$ cat config.mk
export PLATFORM = sky130hd
export DESIGN_NAME = rgb_to_planar_tile_encoder_core
export DESIGN_NICKNAME = d
export VERILOG_FILES = /design/src/design/rtpe_pkg.sv /design/src/design/rtpe_front.sv /design/src/design/rtpe_queue.sv /design/src/design/rtpe_back.sv /design/src/design/rgb_to_planar_tile_encoder_core.sv
export VERILOG_INCLUDE_DIRS = /design/src /design/src/design
export SDC_FILE = /design/constraint.sdc
export NUM_CORES = 1
export LEC_CHECK = 0
export BUFFER_PORTS_ARGS = -buffer_cell sky130_fd_sc_hd__buf_2
export CAP_MARGIN = 10
export CORE_ASPECT_RATIO = 0.8
export CORE_UTILIZATION = 60
export DETAILED_ROUTE_END_ITERATION = 16
export PLACE_DENSITY = 0.88
export SYNTH_ARGS = -nofsm -noshare
export SYNTH_HDL_FRONTEND = slang
export SYNTH_HIERARCHICAL = 1
export SYNTH_SLANG_ARGS = --single-unit
$ cat constraint.sdc
create_clock -name clk_i -period 4.8 [get_ports clk_i]
set_input_delay 0.24 -clock clk_i [delete_from_list [all_inputs] [get_ports clk_i]]
set_output_delay 0.24 -clock clk_i [all_outputs]
set_load 0.03 [all_outputs]
$ cat src/design/rgb_to_planar_tile_encoder_core_macros.svh
// assertion macros for the planar tile encoder
`ifndef RGB_TO_PLANAR_TILE_ENCODER_CORE_MACROS_SVH
`define RGB_TO_PLANAR_TILE_ENCODER_CORE_MACROS_SVH

`ifndef SYNTHESIS
// property must hold at every clock edge outside reset
`define RTPE_ASSERT(lbl, clk, rstn, prop, msg) \
  lbl: assert property (@(posedge clk) disable iff (!rstn) prop) else $error(msg);
// condition must never be seen outside reset
`define RTPE_ASSERT_NEVER(lbl, clk, rstn, cond, msg) \
  lbl: assert property (@(posedge clk) disable iff (!rstn) !(cond)) else $error(msg);
`else
`define RTPE_ASSERT(lbl, clk, rstn, prop, msg)
`define RTPE_ASSERT_NEVER(lbl, clk, rstn, cond, msg)
`endif

`endif

$ cat src/design/rtpe_pkg.sv
`default_nettype none

package rtpe_pkg;

  localparam int unsigned COLOR_W           = 15;
  localparam int unsigned IDX_W             = 4;
  localparam int unsigned TILE_OUT_W        = 10;
  localparam int unsigned PLANES            = 4;
  localparam int unsigned PALETTE_DEPTH_DEF = 16;
  localparam int unsigned MAX_TILES_DEF     = 1024;
  localparam int unsigned QUEUE_DEPTH       = 4;
  localparam int unsigned QUEUE_AW          = 2;
  localparam int unsigned QUEUE_CW          = 3;

  typedef enum logic {
    KIND_REPORT = 1'b0,
    KIND_PLANE  = 1'b1
  } kind_e;

  typedef enum logic {
    MODE_COLLECT = 1'b0,
    MODE_ENCODE  = 1'b1
  } mode_e;

  typedef enum logic {
    CFG_MODE = 1'b0,
    CFG_BG   = 1'b1
  } cfg_idx_e;

  // one queued job: a palette report or a finished row of plane bytes
  typedef struct packed {
    kind_e                      kind;
    logic [COLOR_W-1:0]         color;
    logic [IDX_W-1:0]           color_index;
    logic                       new_entry;
    logic                       palette_error;
    logic [PLANES-1:0][7:0]     planes;
    logic [2:0]                 row;
    logic [TILE_OUT_W-1:0]      tile;
  } rec_t;

  typedef struct packed {
    logic full;
    logic empty;
  } q_status_t;

  // rgb888 to bgr555, red in the low bits
  function automatic logic [COLOR_W-1:0] to_bgr555(input logic [7:0] r,
                                                   input logic [7:0] g,
                                                   input logic [7:0] b);
    return {b[7:3], g[7:3], r[7:3]};
  endfunction

endpackage

`default_nettype wire

$ cat src/design/rtpe_front.sv
`default_nettype none

module rtpe_front #(
  parameter int unsigned PALETTE_DEPTH = rtpe_pkg::PALETTE_DEPTH_DEF,
  parameter int unsigned MAX_TILES     = rtpe_pkg::MAX_TILES_DEF
) (
  input  wire logic                            clk_i,
  input  wire logic                            rst_ni,
  input  wire logic                            in_valid_i,
  input  wire logic [7:0]                      in_red_i,
  input  wire logic [7:0]                      in_green_i,
  input  wire logic [7:0]                      in_blue_i,
  output      logic                            in_stall_o,
  input  wire rtpe_pkg::mode_e                 mode_i,
  input  wire logic [rtpe_pkg::COLOR_W-1:0]    bg_color_i,
  input  wire rtpe_pkg::q_status_t             q_status_i,
  output      logic                            push_o,
  output      rtpe_pkg::rec_t                  rec_o
);

  localparam int unsigned CW = $clog2(PALETTE_DEPTH + 1);
  localparam int unsigned PW = $clog2(PALETTE_DEPTH);
  localparam int unsigned TW = (MAX_TILES > 1) ? $clog2(MAX_TILES) : 1;

  logic [rtpe_pkg::COLOR_W-1:0] pal_q [PALETTE_DEPTH];
  logic [CW-1:0]                cnt_q, cnt_d;
  logic [7:0]                   acc_q [rtpe_pkg::PLANES];
  logic [7:0]                   acc_d [rtpe_pkg::PLANES];
  logic [2:0]                   col_q, col_d;
  logic [2:0]                   row_q, row_d;
  logic [TW-1:0]                tile_q, tile_d;
  logic                         rerr_q, rerr_d;

  logic [rtpe_pkg::COLOR_W-1:0] color;
  logic [PALETTE_DEPTH-1:0]     hit, bg_hit;
  logic                         found, bg_found_nz, pal_full;
  logic [rtpe_pkg::IDX_W-1:0]   pos, bg_pos;
  logic [rtpe_pkg::IDX_W-1:0]   enc_idx;
  logic                         enc_err, err_row;
  logic                         accept, row_end, pal_we;
  logic [2:0]                   bit_pos;
  logic [31:0]                  tile_ext;

  assign color      = rtpe_pkg::to_bgr555(in_red_i, in_green_i, in_blue_i);
  assign in_stall_o = q_status_i.full;
  assign accept     = in_valid_i && !q_status_i.full;
  assign row_end    = (col_q == 3'd7);
  assign pal_full   = (cnt_q == CW'(PALETTE_DEPTH));

  // parallel compare against the filled palette entries
  always_comb begin
    for (int i = 0; i < PALETTE_DEPTH; i++) begin
      hit[i]    = (CW'(i) < cnt_q) && (pal_q[i] == color);
      bg_hit[i] = (CW'(i) < cnt_q) && (pal_q[i] == bg_color_i) && (i != 0);
    end
  end

  // lowest matching position
  always_comb begin
    pos    = '0;
    bg_pos = '0;
    for (int i = PALETTE_DEPTH - 1; i >= 0; i--) begin
      if (hit[i]) begin
        pos = rtpe_pkg::IDX_W'(i);
      end
      if (bg_hit[i]) begin
        bg_pos = rtpe_pkg::IDX_W'(i);
      end
    end
  end

  assign found       = |hit;
  assign bg_found_nz = |bg_hit;

  // encode index with the background moved to entry zero
  always_comb begin
    enc_idx = '0;
    enc_err = 1'b0;
    if (color == bg_color_i) begin
      enc_idx = '0;
    end else if (found && (pos == '0)) begin
      if (bg_found_nz) begin
        enc_idx = bg_pos;
      end else begin
        enc_err = 1'b1;
      end
    end else if (found) begin
      enc_idx = pos;
    end else begin
      enc_err = 1'b1;
    end
  end

  assign err_row = rerr_q || enc_err;
  assign bit_pos = 3'd7 - col_q;

  // bitplane accumulation
  always_comb begin
    for (int p = 0; p < rtpe_pkg::PLANES; p++) begin
      acc_d[p] = acc_q[p] | ({7'b0, enc_idx[p]} << bit_pos);
    end
  end

  assign tile_ext = 32'(tile_q);

  // record toward the back end
  always_comb begin
    rec_o = '0;
    if (mode_i == rtpe_pkg::MODE_COLLECT) begin
      rec_o.kind  = rtpe_pkg::KIND_REPORT;
      rec_o.color = color;
      if (found) begin
        rec_o.color_index = pos;
      end else if (!pal_full) begin
        rec_o.color_index = rtpe_pkg::IDX_W'(cnt_q);
        rec_o.new_entry   = 1'b1;
      end else begin
        rec_o.palette_error = 1'b1;
      end
    end else begin
      rec_o.kind          = rtpe_pkg::KIND_PLANE;
      rec_o.color         = color;
      rec_o.color_index   = enc_idx;
      rec_o.palette_error = err_row;
      for (int p = 0; p < rtpe_pkg::PLANES; p++) begin
        rec_o.planes[p] = acc_d[p];
      end
      rec_o.row  = row_q;
      rec_o.tile = tile_ext[rtpe_pkg::TILE_OUT_W-1:0];
    end
  end

  assign push_o = accept && ((mode_i == rtpe_pkg::MODE_COLLECT) || row_end);
  assign pal_we = accept && (mode_i == rtpe_pkg::MODE_COLLECT) && !found && !pal_full;

  // next state for the counters
  always_comb begin
    cnt_d  = cnt_q;
    col_d  = col_q;
    row_d  = row_q;
    tile_d = tile_q;
    rerr_d = rerr_q;
    if (pal_we) begin
      cnt_d = cnt_q + CW'(1);
    end
    if (accept && (mode_i == rtpe_pkg::MODE_ENCODE)) begin
      if (!row_end) begin
        col_d  = col_q + 3'd1;
        rerr_d = err_row;
      end else begin
        col_d  = 3'd0;
        rerr_d = 1'b0;
        row_d  = row_q + 3'd1;
        if (row_q == 3'd7) begin
          tile_d = (tile_q == TW'(MAX_TILES - 1)) ? '0 : tile_q + TW'(1);
        end
      end
    end
  end

  // palette storage, written only on a new colour
  always_ff @(posedge clk_i) begin
    if (pal_we) begin
      pal_q[cnt_q[PW-1:0]] <= color;
    end
  end

  // control state
  always_ff @(posedge clk_i or negedge rst_ni) begin
    if (!rst_ni) begin
      cnt_q  <= '0;
      col_q  <= '0;
      row_q  <= '0;
      tile_q <= '0;
      rerr_q <= 1'b0;
      for (int p = 0; p < rtpe_pkg::PLANES; p++) begin
        acc_q[p] <= '0;
      end
    end else begin
      cnt_q  <= cnt_d;
      col_q  <= col_d;
      row_q  <= row_d;
      tile_q <= tile_d;
      rerr_q <= rerr_d;
      if (accept && (mode_i == rtpe_pkg::MODE_ENCODE)) begin
        for (int p = 0; p < rtpe_pkg::PLANES; p++) begin
          acc_q[p] <= row_end ? 8'h00 : acc_d[p];
        end
      end
    end
  end

endmodule

`default_nettype wire

$ cat src/design/rtpe_queue.sv
`default_nettype none

module rtpe_queue (
  input  wire logic           clk_i,
  input  wire logic           rst_ni,
  input  wire logic           push_i,
  input  wire rtpe_pkg::rec_t push_rec_i,
  input  wire logic           pop_i,
  output      rtpe_pkg::rec_t head_rec_o,
  output      rtpe_pkg::q_status_t status_o
);

  rtpe_pkg::rec_t                  buf_q [rtpe_pkg::QUEUE_DEPTH];
  logic [rtpe_pkg::QUEUE_AW-1:0]   wr_q, rd_q;
  logic [rtpe_pkg::QUEUE_CW-1:0]   cnt_q;

  assign head_rec_o     = buf_q[rd_q];
  assign status_o.full  = (cnt_q == rtpe_pkg::QUEUE_CW'(rtpe_pkg::QUEUE_DEPTH));
  assign status_o.empty = (cnt_q == '0);

  // entry storage
  always_ff @(posedge clk_i) begin
    if (push_i) begin
      buf_q[wr_q] <= push_rec_i;
    end
  end

  // pointers and fill level
  always_ff @(posedge clk_i or negedge rst_ni) begin
    if (!rst_ni) begin
      wr_q  <= '0;
      rd_q  <= '0;
      cnt_q <= '0;
    end else begin
      if (push_i) begin
        wr_q <= wr_q + rtpe_pkg::QUEUE_AW'(1);
      end
      if (pop_i) begin
        rd_q <= rd_q + rtpe_pkg::QUEUE_AW'(1);
      end
      if (push_i && !pop_i) begin
        cnt_q <= cnt_q + rtpe_pkg::QUEUE_CW'(1);
      end else if (pop_i && !push_i) begin
        cnt_q <= cnt_q - rtpe_pkg::QUEUE_CW'(1);
      end
    end
  end

endmodule

`default_nettype wire

$ cat src/design/rtpe_back.sv
`default_nettype none

module rtpe_back (
  input  wire logic                              clk_i,
  input  wire logic                              rst_ni,
  input  wire rtpe_pkg::rec_t                    head_rec_i,
  input  wire rtpe_pkg::q_status_t               q_status_i,
  output      logic                              pop_o,
  output      logic                              out_valid_o,
  input  wire logic                              out_stall_i,
  output      logic                              out_kind_o,
  output      logic [rtpe_pkg::COLOR_W-1:0]      out_color_o,
  output      logic [rtpe_pkg::IDX_W-1:0]        out_color_index_o,
  output      logic                              out_new_entry_o,
  output      logic                              out_palette_error_o,
  output      logic [7:0]                        out_plane_byte_o,
  output      logic [4:0]                        out_byte_offset_o,
  output      logic [rtpe_pkg::TILE_OUT_W-1:0]   out_tile_number_o,
  output      logic                              out_last_o
);

  logic [1:0] beat_q;
  logic       fire, is_plane, final_beat;

  assign is_plane    = (head_rec_i.kind == rtpe_pkg::KIND_PLANE);
  assign out_valid_o = !q_status_i.empty;
  assign fire        = out_valid_o && !out_stall_i;
  assign final_beat  = !is_plane || (beat_q == 2'd3);
  assign pop_o       = fire && final_beat;

  // result fields from the head job and the beat number
  always_comb begin
    out_kind_o          = head_rec_i.kind;
    out_color_o         = head_rec_i.color;
    out_color_index_o   = head_rec_i.color_index;
    out_new_entry_o     = head_rec_i.new_entry;
    out_palette_error_o = head_rec_i.palette_error;
    out_plane_byte_o    = 8'h00;
    out_byte_offset_o   = 5'd0;
    out_tile_number_o   = '0;
    out_last_o          = 1'b0;
    if (is_plane) begin
      out_plane_byte_o  = head_rec_i.planes[beat_q];
      out_byte_offset_o = {beat_q[1], head_rec_i.row, beat_q[0]};
      out_tile_number_o = head_rec_i.tile;
      out_last_o        = (beat_q == 2'd3);
    end
  end

  // beat counter over the four plane bytes of a row
  always_ff @(posedge clk_i or negedge rst_ni) begin
    if (!rst_ni) begin
      beat_q <= 2'd0;
    end else if (fire) begin
      beat_q <= final_beat ? 2'd0 : beat_q + 2'd1;
    end
  end

endmodule

`default_nettype wire

$ cat src/design/rgb_to_planar_tile_encoder_core.sv
// RGB888 pixels in, BGR555 palette reports or 4bpp planar tile bytes out.
// mode 0 collects colours into a palette and gives one report per pixel;
// mode 1 takes pixels in tile order (eight per row, eight rows per tile) and
// gives four plane bytes after each row's eighth pixel. The front end
// compares each pixel against all palette entries at once and queues its
// report, or a finished row, in a four-entry queue; it stalls only while
// that queue is full. The back end sends one result per cycle unless the
// output stalls, so report or row runs sustain one pixel per cycle. The
// user must write configuration only while no work is pending; not enforced.
`default_nettype none

`include "rgb_to_planar_tile_encoder_core_macros.svh"

module rgb_to_planar_tile_encoder_core #(
  parameter int unsigned PALETTE_DEPTH = rtpe_pkg::PALETTE_DEPTH_DEF,
  parameter int unsigned MAX_TILES     = rtpe_pkg::MAX_TILES_DEF
) (
  input  wire logic                              clk_i,
  input  wire logic                              rst_ni,
  input  wire logic                              cfg_valid_i,
  output      logic                              cfg_ready_o,
  input  wire logic                              cfg_index_i,
  input  wire logic [rtpe_pkg::COLOR_W-1:0]      cfg_data_i,
  input  wire logic                              in_valid_i,
  output      logic                              in_stall_o,
  input  wire logic [7:0]                        in_red_i,
  input  wire logic [7:0]                        in_green_i,
  input  wire logic [7:0]                        in_blue_i,
  output      logic                              out_valid_o,
  input  wire logic                              out_stall_i,
  output      logic                              out_kind_o,
  output      logic [rtpe_pkg::COLOR_W-1:0]      out_color_o,
  output      logic [rtpe_pkg::IDX_W-1:0]        out_color_index_o,
  output      logic                              out_new_entry_o,
  output      logic                              out_palette_error_o,
  output      logic [7:0]                        out_plane_byte_o,
  output      logic [4:0]                        out_byte_offset_o,
  output      logic [rtpe_pkg::TILE_OUT_W-1:0]   out_tile_number_o,
  output      logic                              out_last_o
);

  rtpe_pkg::mode_e              mode_q;
  logic [rtpe_pkg::COLOR_W-1:0] bg_q;
  rtpe_pkg::q_status_t          q_status;
  rtpe_pkg::rec_t               push_rec, head_rec;
  logic                         push, pop;

  assign cfg_ready_o = 1'b1;

  // configuration registers
  always_ff @(posedge clk_i or negedge rst_ni) begin
    if (!rst_ni) begin
      mode_q <= rtpe_pkg::MODE_COLLECT;
      bg_q   <= '0;
    end else if (cfg_valid_i && cfg_ready_o) begin
      case (cfg_index_i)
        rtpe_pkg::CFG_MODE: mode_q <= rtpe_pkg::mode_e'(cfg_data_i[0]);
        rtpe_pkg::CFG_BG:   bg_q   <= cfg_data_i;
        default:            mode_q <= mode_q;
      endcase
    end
  end

  // pixel intake, palette lookup and row assembly
  rtpe_front #(
    .PALETTE_DEPTH (PALETTE_DEPTH),
    .MAX_TILES     (MAX_TILES)
  ) u_front (
    .clk_i      (clk_i),
    .rst_ni     (rst_ni),
    .in_valid_i (in_valid_i),
    .in_red_i   (in_red_i),
    .in_green_i (in_green_i),
    .in_blue_i  (in_blue_i),
    .in_stall_o (in_stall_o),
    .mode_i     (mode_q),
    .bg_color_i (bg_q),
    .q_status_i (q_status),
    .push_o     (push),
    .rec_o      (push_rec)
  );

  // job queue between front and back
  rtpe_queue u_queue (
    .clk_i      (clk_i),
    .rst_ni     (rst_ni),
    .push_i     (push),
    .push_rec_i (push_rec),
    .pop_i      (pop),
    .head_rec_o (head_rec),
    .status_o   (q_status)
  );

  // result sequencing
  rtpe_back u_back (
    .clk_i               (clk_i),
    .rst_ni              (rst_ni),
    .head_rec_i          (head_rec),
    .q_status_i          (q_status),
    .pop_o               (pop),
    .out_valid_o         (out_valid_o),
    .out_stall_i         (out_stall_i),
    .out_kind_o          (out_kind_o),
    .out_color_o         (out_color_o),
    .out_color_index_o   (out_color_index_o),
    .out_new_entry_o     (out_new_entry_o),
    .out_palette_error_o (out_palette_error_o),
    .out_plane_byte_o    (out_plane_byte_o),
    .out_byte_offset_o   (out_byte_offset_o),
    .out_tile_number_o   (out_tile_number_o),
    .out_last_o          (out_last_o)
  );

  // checks
  `RTPE_ASSERT(a_push_shows, clk_i, rst_ni, (push && q_status.empty) |=> out_valid_o, "queued job not shown")
  `RTPE_ASSERT(a_last_offset, clk_i, rst_ni, (out_valid_o && out_last_o) |-> (out_kind_o && out_byte_offset_o[4] && out_byte_offset_o[0]), "last byte at wrong offset")
  `RTPE_ASSERT_NEVER(a_new_err, clk_i, rst_ni, out_valid_o && out_new_entry_o && (out_kind_o || out_palette_error_o), "new entry with error or plane kind")
  `RTPE_ASSERT(a_report_clean, clk_i, rst_ni, (out_valid_o && !out_kind_o) |-> (out_plane_byte_o == 8'h00 && out_byte_offset_o == 5'd0 && !out_last_o), "report carries plane data")

endmodule

`default_nettype wire

* Word level (Yosys, flattened, before mapping)
Memory sizes are Yosys's and may differ from the RTL's. Cells that the tools add are included. W data, S select, Z words.
Storage, ports and cells: output and inout port bits 49, bits in writable memories 508, word-level logic and storage cells 221, memories kept 2, bits in registers 79, bits of input ports 45
Memories:
- u_queue.buf_q | words 4, bits a word 67, rd ports 1, clocked after memory_dff 0, wr ports 1, line rtpe_queue.sv:13 | rtpe_pkg::rec_t buf_q [rtpe_pkg::QUEUE_DEPTH];
- u_front.pal_q | words 16, bits a word 15, rd ports 16, clocked after memory_dff 0, wr ports 1, line rtpe_front.sv:25 | logic [rtpe_pkg::COLOR_W-1:0] pal_q [PALETTE_DEPTH];
Operators by class: bitwise gates (word level) 6, shifts and indexed selects 4, reductions and logical operators 62, add/subtract/negate cells 10, $lt $le $gt $ge 17, equal/unequal tests 38, muxes and demuxes 67
Operators by type and width (count):
- $eq A15 B15 Y1 | 32
- $mux W4 | 36
- $mux W8 | 6
- $mux W45 | 1
- $logic_and A1 B1 Y1 | 42
- $lt A4 B5 Y1 const A | 8
- $or A8 B8 Y8 | 4
- $shl A1 B3 Y8 | 4
- $lt A3 B5 Y1 const A | 4
- $mux W10 | 2
- $mux W20 | 1
- $bmux W8 S2 | 1
- $reduce_or A16 Y1 | 1
- $reduce_or A15 Y1 | 1
- $mux W1 | 13
- $add A10 B1 Y10 const B | 1
- $eq A10 B10 Y1 const B | 1
- $lt A1 B5 Y1 const A | 2
- $lt A2 B5 Y1 const A | 2
- $mux W5 | 2
- $add A3 B1 Y3 const B | 3
- $eq A3 B3 Y1 const B | 3
- $mux W3 | 3
- $logic_not A1 Y1 | 8
- 15 further kinds | 23

* Depth between registers and ports, before layout
Gate-level depths: netlist of run 1. An unclocked memory read counts as a cell.
word-level depth 26, gate-level depth with buffers 12, depth with buffers taken out 10

* Hierarchy
Netlist of run 1, hierarchy kept.
Modules (own cells, without submodules):
- rtpe_front | seq. area each 8558.2 µm², times used 1, area each 18645.4 µm², cells an instance 1737
- rtpe_queue | seq. area each 8222.9 µm², times used 1, area each 10069.7 µm², cells an instance 385
- rgb_to_planar_tile_encoder_core | seq. area each 400.4 µm², times used 1, area each 653.1 µm², cells an instance 37
- rtpe_back | seq. area each 50.0 µm², times used 1, area each 639.4 µm², cells an instance 79

* Least setup slack after synthesis of run 1
Ideal clock, no wire load.
kind register to register, start point register u_front.cnt_q[4], end point memory u_front/pal_q[3][0] (netlist bit), enable pin, slack 0.847 ns, arrival time 3.547 ns, cell stages (with the launch flop) 12, data required time 4.394 ns, setup time 0.406 ns, buffers on the path 2, cells stage by stage dfrtp_1 -> buf_6 -> or4_4 -> nand4_1 -> nor4_2 -> a21oi_4 -> and2_1 -> buf_4 -> nand4_4 -> nor4_4 -> nand2_1 -> nor3_1
On the way: longest elaborated chain between the ends 8, elaborated cells on any way between the ends 40
Ends and longest elaborated chain:
- from (decl) | line rtpe_front.sv:26 | logic [CW-1:0] cnt_q, cnt_d;
- from (signal assigned) | line rtpe_front.sv:180 | cnt_q <= cnt_d;
- $lt A1 B5 Y1, or another cell as far along | line rtpe_front.sv:53 | hit[i] = (CW'(i) < cnt_q) && (pal_q[i] == color);
- $logic_and A1 B1 Y1 | line rtpe_front.sv:53
- $reduce_or A16 Y1 | line rtpe_front.sv:72 | assign found = |hit;
- $logic_not A1 Y1 | line rtpe_front.sv:134 | assign pal_we = accept && (mode_i == rtpe_pkg::MODE_COLLECT) && !found && !pal_full;
- $logic_and A1 B1 Y1 | line rtpe_front.sv:134
- $logic_and A1 B1 Y1 (*) | line rtpe_front.sv:134
- $mux W1 (*) | line rtpe_front.sv:163 | if (pal_we) begin
- $mux W1 (implied by the code) (*) | line rtpe_front.sv:164 | pal_q[cnt_q[PW-1:0]] <= color;
- to (decl) | line rtpe_front.sv:25
Every way passes the cells marked *; elsewhere a longest branch is shown, timed or not.

==> results of run 1 <==
[cell families after synthesis]
| logic type | share of synthesized area |
|---|---|
| and+or+nand+nor | 0.129 |
| DFF | 0.574 |
| xor gates and xnor gates | 0.146 |
| AOI/OAI and AO/OA | 0.0425 |
| buffers and inverters | 0.0366 |
| muxes | 0.0640 |
| adders and majority gates | 0.00692 |
| other | 0.000125 |
[metrics by stage]
step	setup WS (ns)	util	total power (uW)	std cells	hold WS [ns]
3_5_place_dp	0.672	0.644	10900	2963	0.159
5_1_grt	0.250	0.685	16000	3083	0.0496
2_1_floorplan	0.847	-	9720	2238	-0.0556
3_3_place_gp	0.586	0.644	10800	2962	0.153
4_1_cts	0.643	0.685	15400	3083	0.0330
6_report	0.335	0.686	15500	3084	0.0273
[placed cells by master (no fill, tap or decap), drive strengths merged, types with 10 or more instances in the layout]
master,instances
a21oi,20
a31oi,13
and2,38
and4,11
buf,209
clkbuf,79
clkinv,15
dfrtp,79
dlygate4sd3,19
edfxtp,508
ha,15
inv,21
mux2,19
mux2i,16
mux4,67
nand2,125
nand3,44
nand4,133
nor2,106
nor3,46
nor4,80
o21a,18
o21ai,40
o31ai,10
o41ai,18
or2,10
or3,13
or4,17
xnor2,313
xor2,187
[layer usage]
layer | GRT usage | share of wire | vias up
met3 | 0.0898 | 0.12 | 305
met4 | 0.138 | 0.042 | 0
met2 | 0.532 | 0.44 | 1642
li1 | - | - | 8657
met1 | 0.502 | 0.39 | 10300
met5 | 0 | 0 | -
[power breakdown]
part	switching (uW)	internal [uW]	total [uW]
clock network	1980	2510	4490
logic	2940	1650	4590
registers	394	6050	6440
total	5310	10200	15500
[Yosys cell counts, drive strengths merged (3+ instances only)]
cell,instances
o21ai,40
or3,13
nand2b,9
nand4bb,3
and3b,3
mux2,19
nor4,80
a311oi,3
buf,127
xnor2,313
or2,10
inv,19
nand3,44
nand2,125
clkbuf,23
nand3b,8
a41oi,6
dfrtp,79
o211ai,3
o41ai,18
a211oi,6
nor4bb,4
a31oi,13
or4,17
edfxtp,508
o21a,18
nor3b,8
a21oi,20
and2,38
and4,11
nand4,133
nor3,46
mux4,67
nor2b,5
o22a,3
nor2,106
nor4b,8
mux2i,16
ha,15
a32oi,4
o22ai,9
o31ai,10
and3,5
xor2,187
nand4b,6
[final timing paths]
check	slack (ns)	end	cells past startpoint
setup / recovery	0.34	u_queue/buf_q[0][28]$_DFFE_PP_	9
hold / removal	0.03	u_front/tile_q[2]$_DFFE_PN0P_	2
setup reg to reg	0.34	u_queue/buf_q[0][28]$_DFFE_PP_	9
hold reg to reg	0.48	u_front/acc_q[28]$_DFFE_PN0P_	2
max in group asynchronous	3.61	u_queue/rd_q[0]$_DFFE_PN0P_	3
min in group clk_i	0.10	u_front/pal_q[4][8]$_DFFE_PP_	2
[area by class of cell]
cell class              count  area share
repair buffers            228      0.0532
inverters                  19     0.00213
clock buffers              79      0.0471
multi-input cells        1482       0.350
well taps                 666      0.0249
flip-flops and latches    587       0.515
clock inverters            22     0.00778
diodes                      1   0.0000748
[worst reg2reg max path, cell delays in order, from the launching register on]
cell and delay (ns):
dfrtp_1 0.74, or2_1 0.38, nand4_1 0.15, nor4_2 0.90, o21bai_1 0.27, a311oi_1 0.15, o41ai_2 0.56, a41oi_2 0.20
buf_4 0.20, o21ai_0 0.58
[flip-flops by register name, indices dropped and copies added, names as in the netlist]
register / cells
u_front/tile_q: 10
u_front/rerr_q: 1
u_front/col_q: 3
u_front/cnt_q: 5
u_front/acc_q: 32
u_queue/buf_q: 268
u_front/row_q: 3
u_back/beat_q: 2
u_queue/wr_q: 2
u_front/pal_q: 240
u_queue/cnt_q: 3
bg_q: 15
u_queue/rd_q: 2
mode_q: 1
[timing repair]
item                                    in CTS  in global routing
endpoints found under the setup margin       0                  0
hold buffers                                19                  0
endpoints found under the hold margin       40                  0
==> metrics.txt, run 1 <==
Unique masters post-synth=92; Max stage delay cell, worst path=nor4_2; fill cell count=3316; footprint of the multi-input gates=0.0117 mm2; CP Class=reg -> reg; largest net degree at the start of global routing=68; Peak supply drop=about 0.35 mV; top_reg_cell synth=edfxtp_1; die area=0.0509 mm2; post-synth top area share=0.508; CTS Sinks=587; sum of negative setup slack=0 ns; Pleak=roughly 0.011 uW; routed vias=20900; CP bufs+invs=1; vias in the first global route=about 21000; Layout area overhead=11.5%; IO buf count=83; fin crit period=4.46 ns; largest area contributor in the netlist=edfxtp_1; root buffer cell=clkbuf_16; HPWL after detailed placement=roughly 57 mm; total CTS buffers=56; Syn Inst Count=2238; Startpoint Class=flop; max_cap viols=0; clk_skew=0.0394 ns; HP Class=in -> async; H-tree levels=2; Worst Setup SP=u_front/cnt_q[4]$_DFFE_PN0P_; max-slew violations=0; die width=252 um; CTS tree=built; critical path cell sequence=or2_1 > nand4_1 > nor4_2 > o21bai_1 > a311oi_1 > o41ai_2 > a41oi_2 > buf_4 > o21ai_0; post-place instance area=0.0314 mm2; first-pass GRT wire length=132 mm; Initial Util=0.615; vias per cell=about 6.8; CP top delay family=compound AO/OA/AOI/OAI gates; Worst-Skew Late Latency=0.65 ns; unrepaired setup endpoints after global routing=false; Clock Pin Slew Worst Setup and Hold Paths=~0.07 ns; period utilization=0.930; layout cells sized above 1=0.176; row cnt=72; Avg WL per Cell=29.3 um; Final setup viols=0; Core Area=0.0488 mm2; Mapped Area=around 0.030 mm2; CP max FO=12; postcts setup bufs=0; fin area=0.0335 mm2; FFs w/ async S/R, synth=0.135; DRC viols=0; initial antenna violation count=1; Tightest Pin Transition=about 1.1 ns; Yosys warnings=6; GRT Overall Usage=0.355; IO Pins=94; number of flops mapped to enable cells by yosys=508; Fmax=between 0.2 and 0.25 GHz; CTS Buffer Depth=3; CTS resizes=0; DRT iter0 DRCs=2862; Pwr Density=464 mW/mm2; Reg2Reg Launch Point=u_front/cnt_q[4]$_DFFE_PN0P_; Req. time, crit path=5.11 ns; Final ANT Viol Nets=0; Critical Path End Type=flop; Avg Inst Size Synth=13.4 um2; routability cong.=1.04; DRT Wirelength=90.3 mm; DRT Pass-1 Iters=6; Fin. Hold Viols=0; Die Height=202 um; #FFs+latches synth=587; GRT overflow=0; register area share after synthesis=0.574; register area=0.0172 mm2; nets@finish=between 2000 and 2500; largest cells by area after synthesis=edfxtp_1, xnor2_1, dfrtp_1, xor2_1, mux4_2; CP peak stage delay=0.90 ns; net count after synthesis=2299; Slew headroom=0.291; run status=finished clean; CP arrival=about 4.8 ns
Power figures use the tool's default switching activity.
==> inputs of run 2 (changes only) <==
Settings changed: MAX_ROUTING_LAYER from default to met4.
Clock period 4.8 ns to 5 ns, I/O delays scaled along.
==> run 2 against run 1 <==
Against the previous run:
- global-route usage grew 0.86 points
- via count grew 0.22%
- register-to-register slack improved by 0.12 ns
- setup slack better by 0.12 ns
- critical path type unchanged
- final area barely moved
- critical endpoint is now u_queue/buf_q[1][19]$_DFFE_PP_
==> metrics.txt, run 2 (synthesis results as in run 1) <==
DRT iter0 DRCs=3255 (was 2862); max FFs per register=268 (unchanged); Fmax=0.220 GHz (was 0.224 GHz); Layout area overhead=11.5% (about the same); HPWL after detailed placement=56.7 mm (was 56.9 mm); vias in the first global route=20800 (was 20600); clk_skew=0.0353 ns (was 0.0394 ns); CP bufs+invs=1 (unchanged); GRT overflow=0 (unchanged); unrepaired setup endpoints after global routing=false (unchanged); Clock Pin Slew Worst Setup and Hold Paths=0.07 ns (about the same); postcts setup bufs=0 (unchanged); HP Class=in -> reg (was in -> async); DRT Pass-1 Iters=6 (unchanged); CP peak stage delay=0.96 ns (was 0.90 ns); CP top delay family=simple AND/OR/NAND/NOR gates (was compound AO/OA/AOI/OAI gates); run status=finished clean (unchanged); Startpoint Class=flop (unchanged); max-slew violations=0 (unchanged); CP arrival=4.85 ns (was 4.78 ns); layout cells sized above 1=0.172 (was 0.176); internal cell power=9890 uW (was 10200 uW); GRT Overall Usage=0.364 (was 0.355); period utilization=0.910 (was 0.930); DRC viols=0 (unchanged); IO buf count=83 (unchanged); Pwr Density=448 mW/mm2 (was 464 mW/mm2); Initial Util=0.615 (unchanged); vias per cell=6.81 (was 6.77); CP Class=reg -> reg (unchanged); Top reg by flops=u_queue/buf_q (unchanged); Fin. Hold Viols=0 (unchanged); CTS tree=built (unchanged); die width=252 um (unchanged); most common cell after layout, fill and taps aside=edfxtp_1 (unchanged); Max stage delay cell, worst path=o41ai_1 (was nor4_2); Avg WL per Cell=29.0 um (was 29.3 um); footprint of the multi-input gates=0.0117 mm2 (unchanged); hold slack=0.0403 ns (was 0.0273 ns); fin crit period=4.55 ns (was 4.46 ns); initial antenna violation count=2 (was 1); Req. time, crit path=5.30 ns (was 5.11 ns); max_cap viols=0 (unchanged); routability cong.=1.03 (was 1.04); Critical Path End Type=flop (unchanged); Tightest Pin Transition=1.16 ns (was 1.06 ns); DRT Wirelength=89.1 mm (was 90.3 mm); Worst-Skew Late Latency=0.65 ns (about the same); CTS Buffer Depth=3 (unchanged); root buffer cell=clkbuf_16 (unchanged); IO Pins=94 (unchanged); largest net degree at the start of global routing=80 (was 68); Reg2Reg Launch Point=bg_q[14]$_DFFE_PN0P_ (was u_front/cnt_q[4]$_DFFE_PN0P_); total CTS buffers=56 (unchanged); Worst Setup SP=bg_q[14]$_DFFE_PN0P_ (was u_front/cnt_q[4]$_DFFE_PN0P_); combinational power share=0.292 (was 0.296); critical path cell sequence=buf_12 > xor2_1 > nor4_1 > nand3b_1 > nor2_1 > o22a_1 > o21ai_0 > nand2_1 > nand4_2 > o41ai_1 (was or2_1 > nand4_1 > nor4_2 > o21bai_1 > a311oi_1 > o41ai_2 > a41oi_2 > buf_4 > o21ai_0); Slew headroom=0.219 (was 0.291); nets@finish=2421 (was 2435); min-delay src=cfg_index_i; Pleak=0.0112 uW (about the same); first-pass GRT wire length=132 mm (about the same); Peak supply drop=0.317 mV (was 0.349 mV); sw power=5080 uW (was 5310 uW); CP max FO=14 (was 12); H-tree levels=2 (unchanged); CTS Sinks=587 (unchanged); register area=0.0172 mm2 (unchanged); die area=0.0509 mm2 (unchanged); Final ANT Viol Nets=0 (unchanged); Die Height=202 um (unchanged); Core Area=0.0488 mm2 (unchanged); Sw Ratio=0.339 (was 0.342); Clock Power Share=0.297 (was 0.289); Final setup viols=0 (unchanged); sum of negative setup slack=0 ns (unchanged); routed vias=20900 (about the same); Flop pwr share=0.411 (was 0.415); row cnt=72 (unchanged); fill cell count=3256 (was 3316); most frequent cells in the layout=edfxtp_1, xnor2_1, xor2_1 (unchanged)
[run 2: worst paths after layout]
check / endpoint / slack, ns / cells after the start
worst min register to register: u_front/acc_q[20]$_DFFE_PN0P_ / 0.49 / 2
worst max-delay path: u_queue/buf_q[1][19]$_DFFE_PP_ / 0.45 / 10
max in group asynchronous: u_queue/rd_q[0]$_DFFE_PN0P_ / 3.76 / 2
min in group asynchronous: bg_q[7]$_DFFE_PN0P_ / 0.40 / 2
worst min-delay path: mode_q$_DFFE_PN0P_ / 0.04 / 3
worst max register to register: u_queue/buf_q[1][19]$_DFFE_PP_ / 0.45 / 10
[run 2: what timing repair did]
item / 4_1_cts / 5_1_grt
resized for setup: 0 / 0
hold endpoints to repair: 98 / 0
setup endpoints to repair: 0 / 0
hold buffers: 19 / 0
[run 2: per-layer routing]
metal,vias up,part of all wire,GRT usage
met5,-,0,-
met4,0,0.038,0.134
met3,248,0.13,0.0865
met2,1589,0.45,0.525
met1,10400,0.39,0.505
li1,8642,-,-
[run 2: worst register-to-register path: cells and delay by family, from the launching register on]
kind	cells	cell delay, ns
AND/OR/NAND/NOR	5	1.53
AO/OA/AOI/OAI	3	1.38
flip-flops	1	0.88
buffers and inverters	1	0.27
XOR/XNOR	1	0.13
[run 2: stage by stage]
stage / utilization / power (uW) / setup slack (ns) / cells / instance area [um2]
floorplan: - / 9330 / 1.05 / 2238 / 30000
global placement: 0.642 / 10300 / 0.811 / 2949 / 31300
detailed placement: 0.642 / 10400 / 0.767 / 2949 / 31300
CTS: 0.685 / 14900 / 0.740 / 3071 / 33400
global route: 0.685 / 15400 / 0.287 / 3073 / 33400
finish: 0.685 / 15000 / 0.451 / 3074 / 33500
[run 2: power by group through the flow]
stage               sequential (uW)  combinational [uW]  clock (uW)
global placement               6190                4110           0
finish                         6160                4370        4440
global route                   6190                4590        4660
floorplan                      6060                3280           0
CTS                            6140                4290        4450
detailed placement             6230                4220           0
[run 2: cell type report]
type | count | area share
diodes | 3 | 0.000224
clock buffers | 83 | 0.0509
clock inverters | 20 | 0.00688
inverters | 19 | 0.00213
multi-input cells | 1482 | 0.350
flip-flops and latches | 587 | 0.515
well taps | 666 | 0.0249
repair buffers | 214 | 0.0497
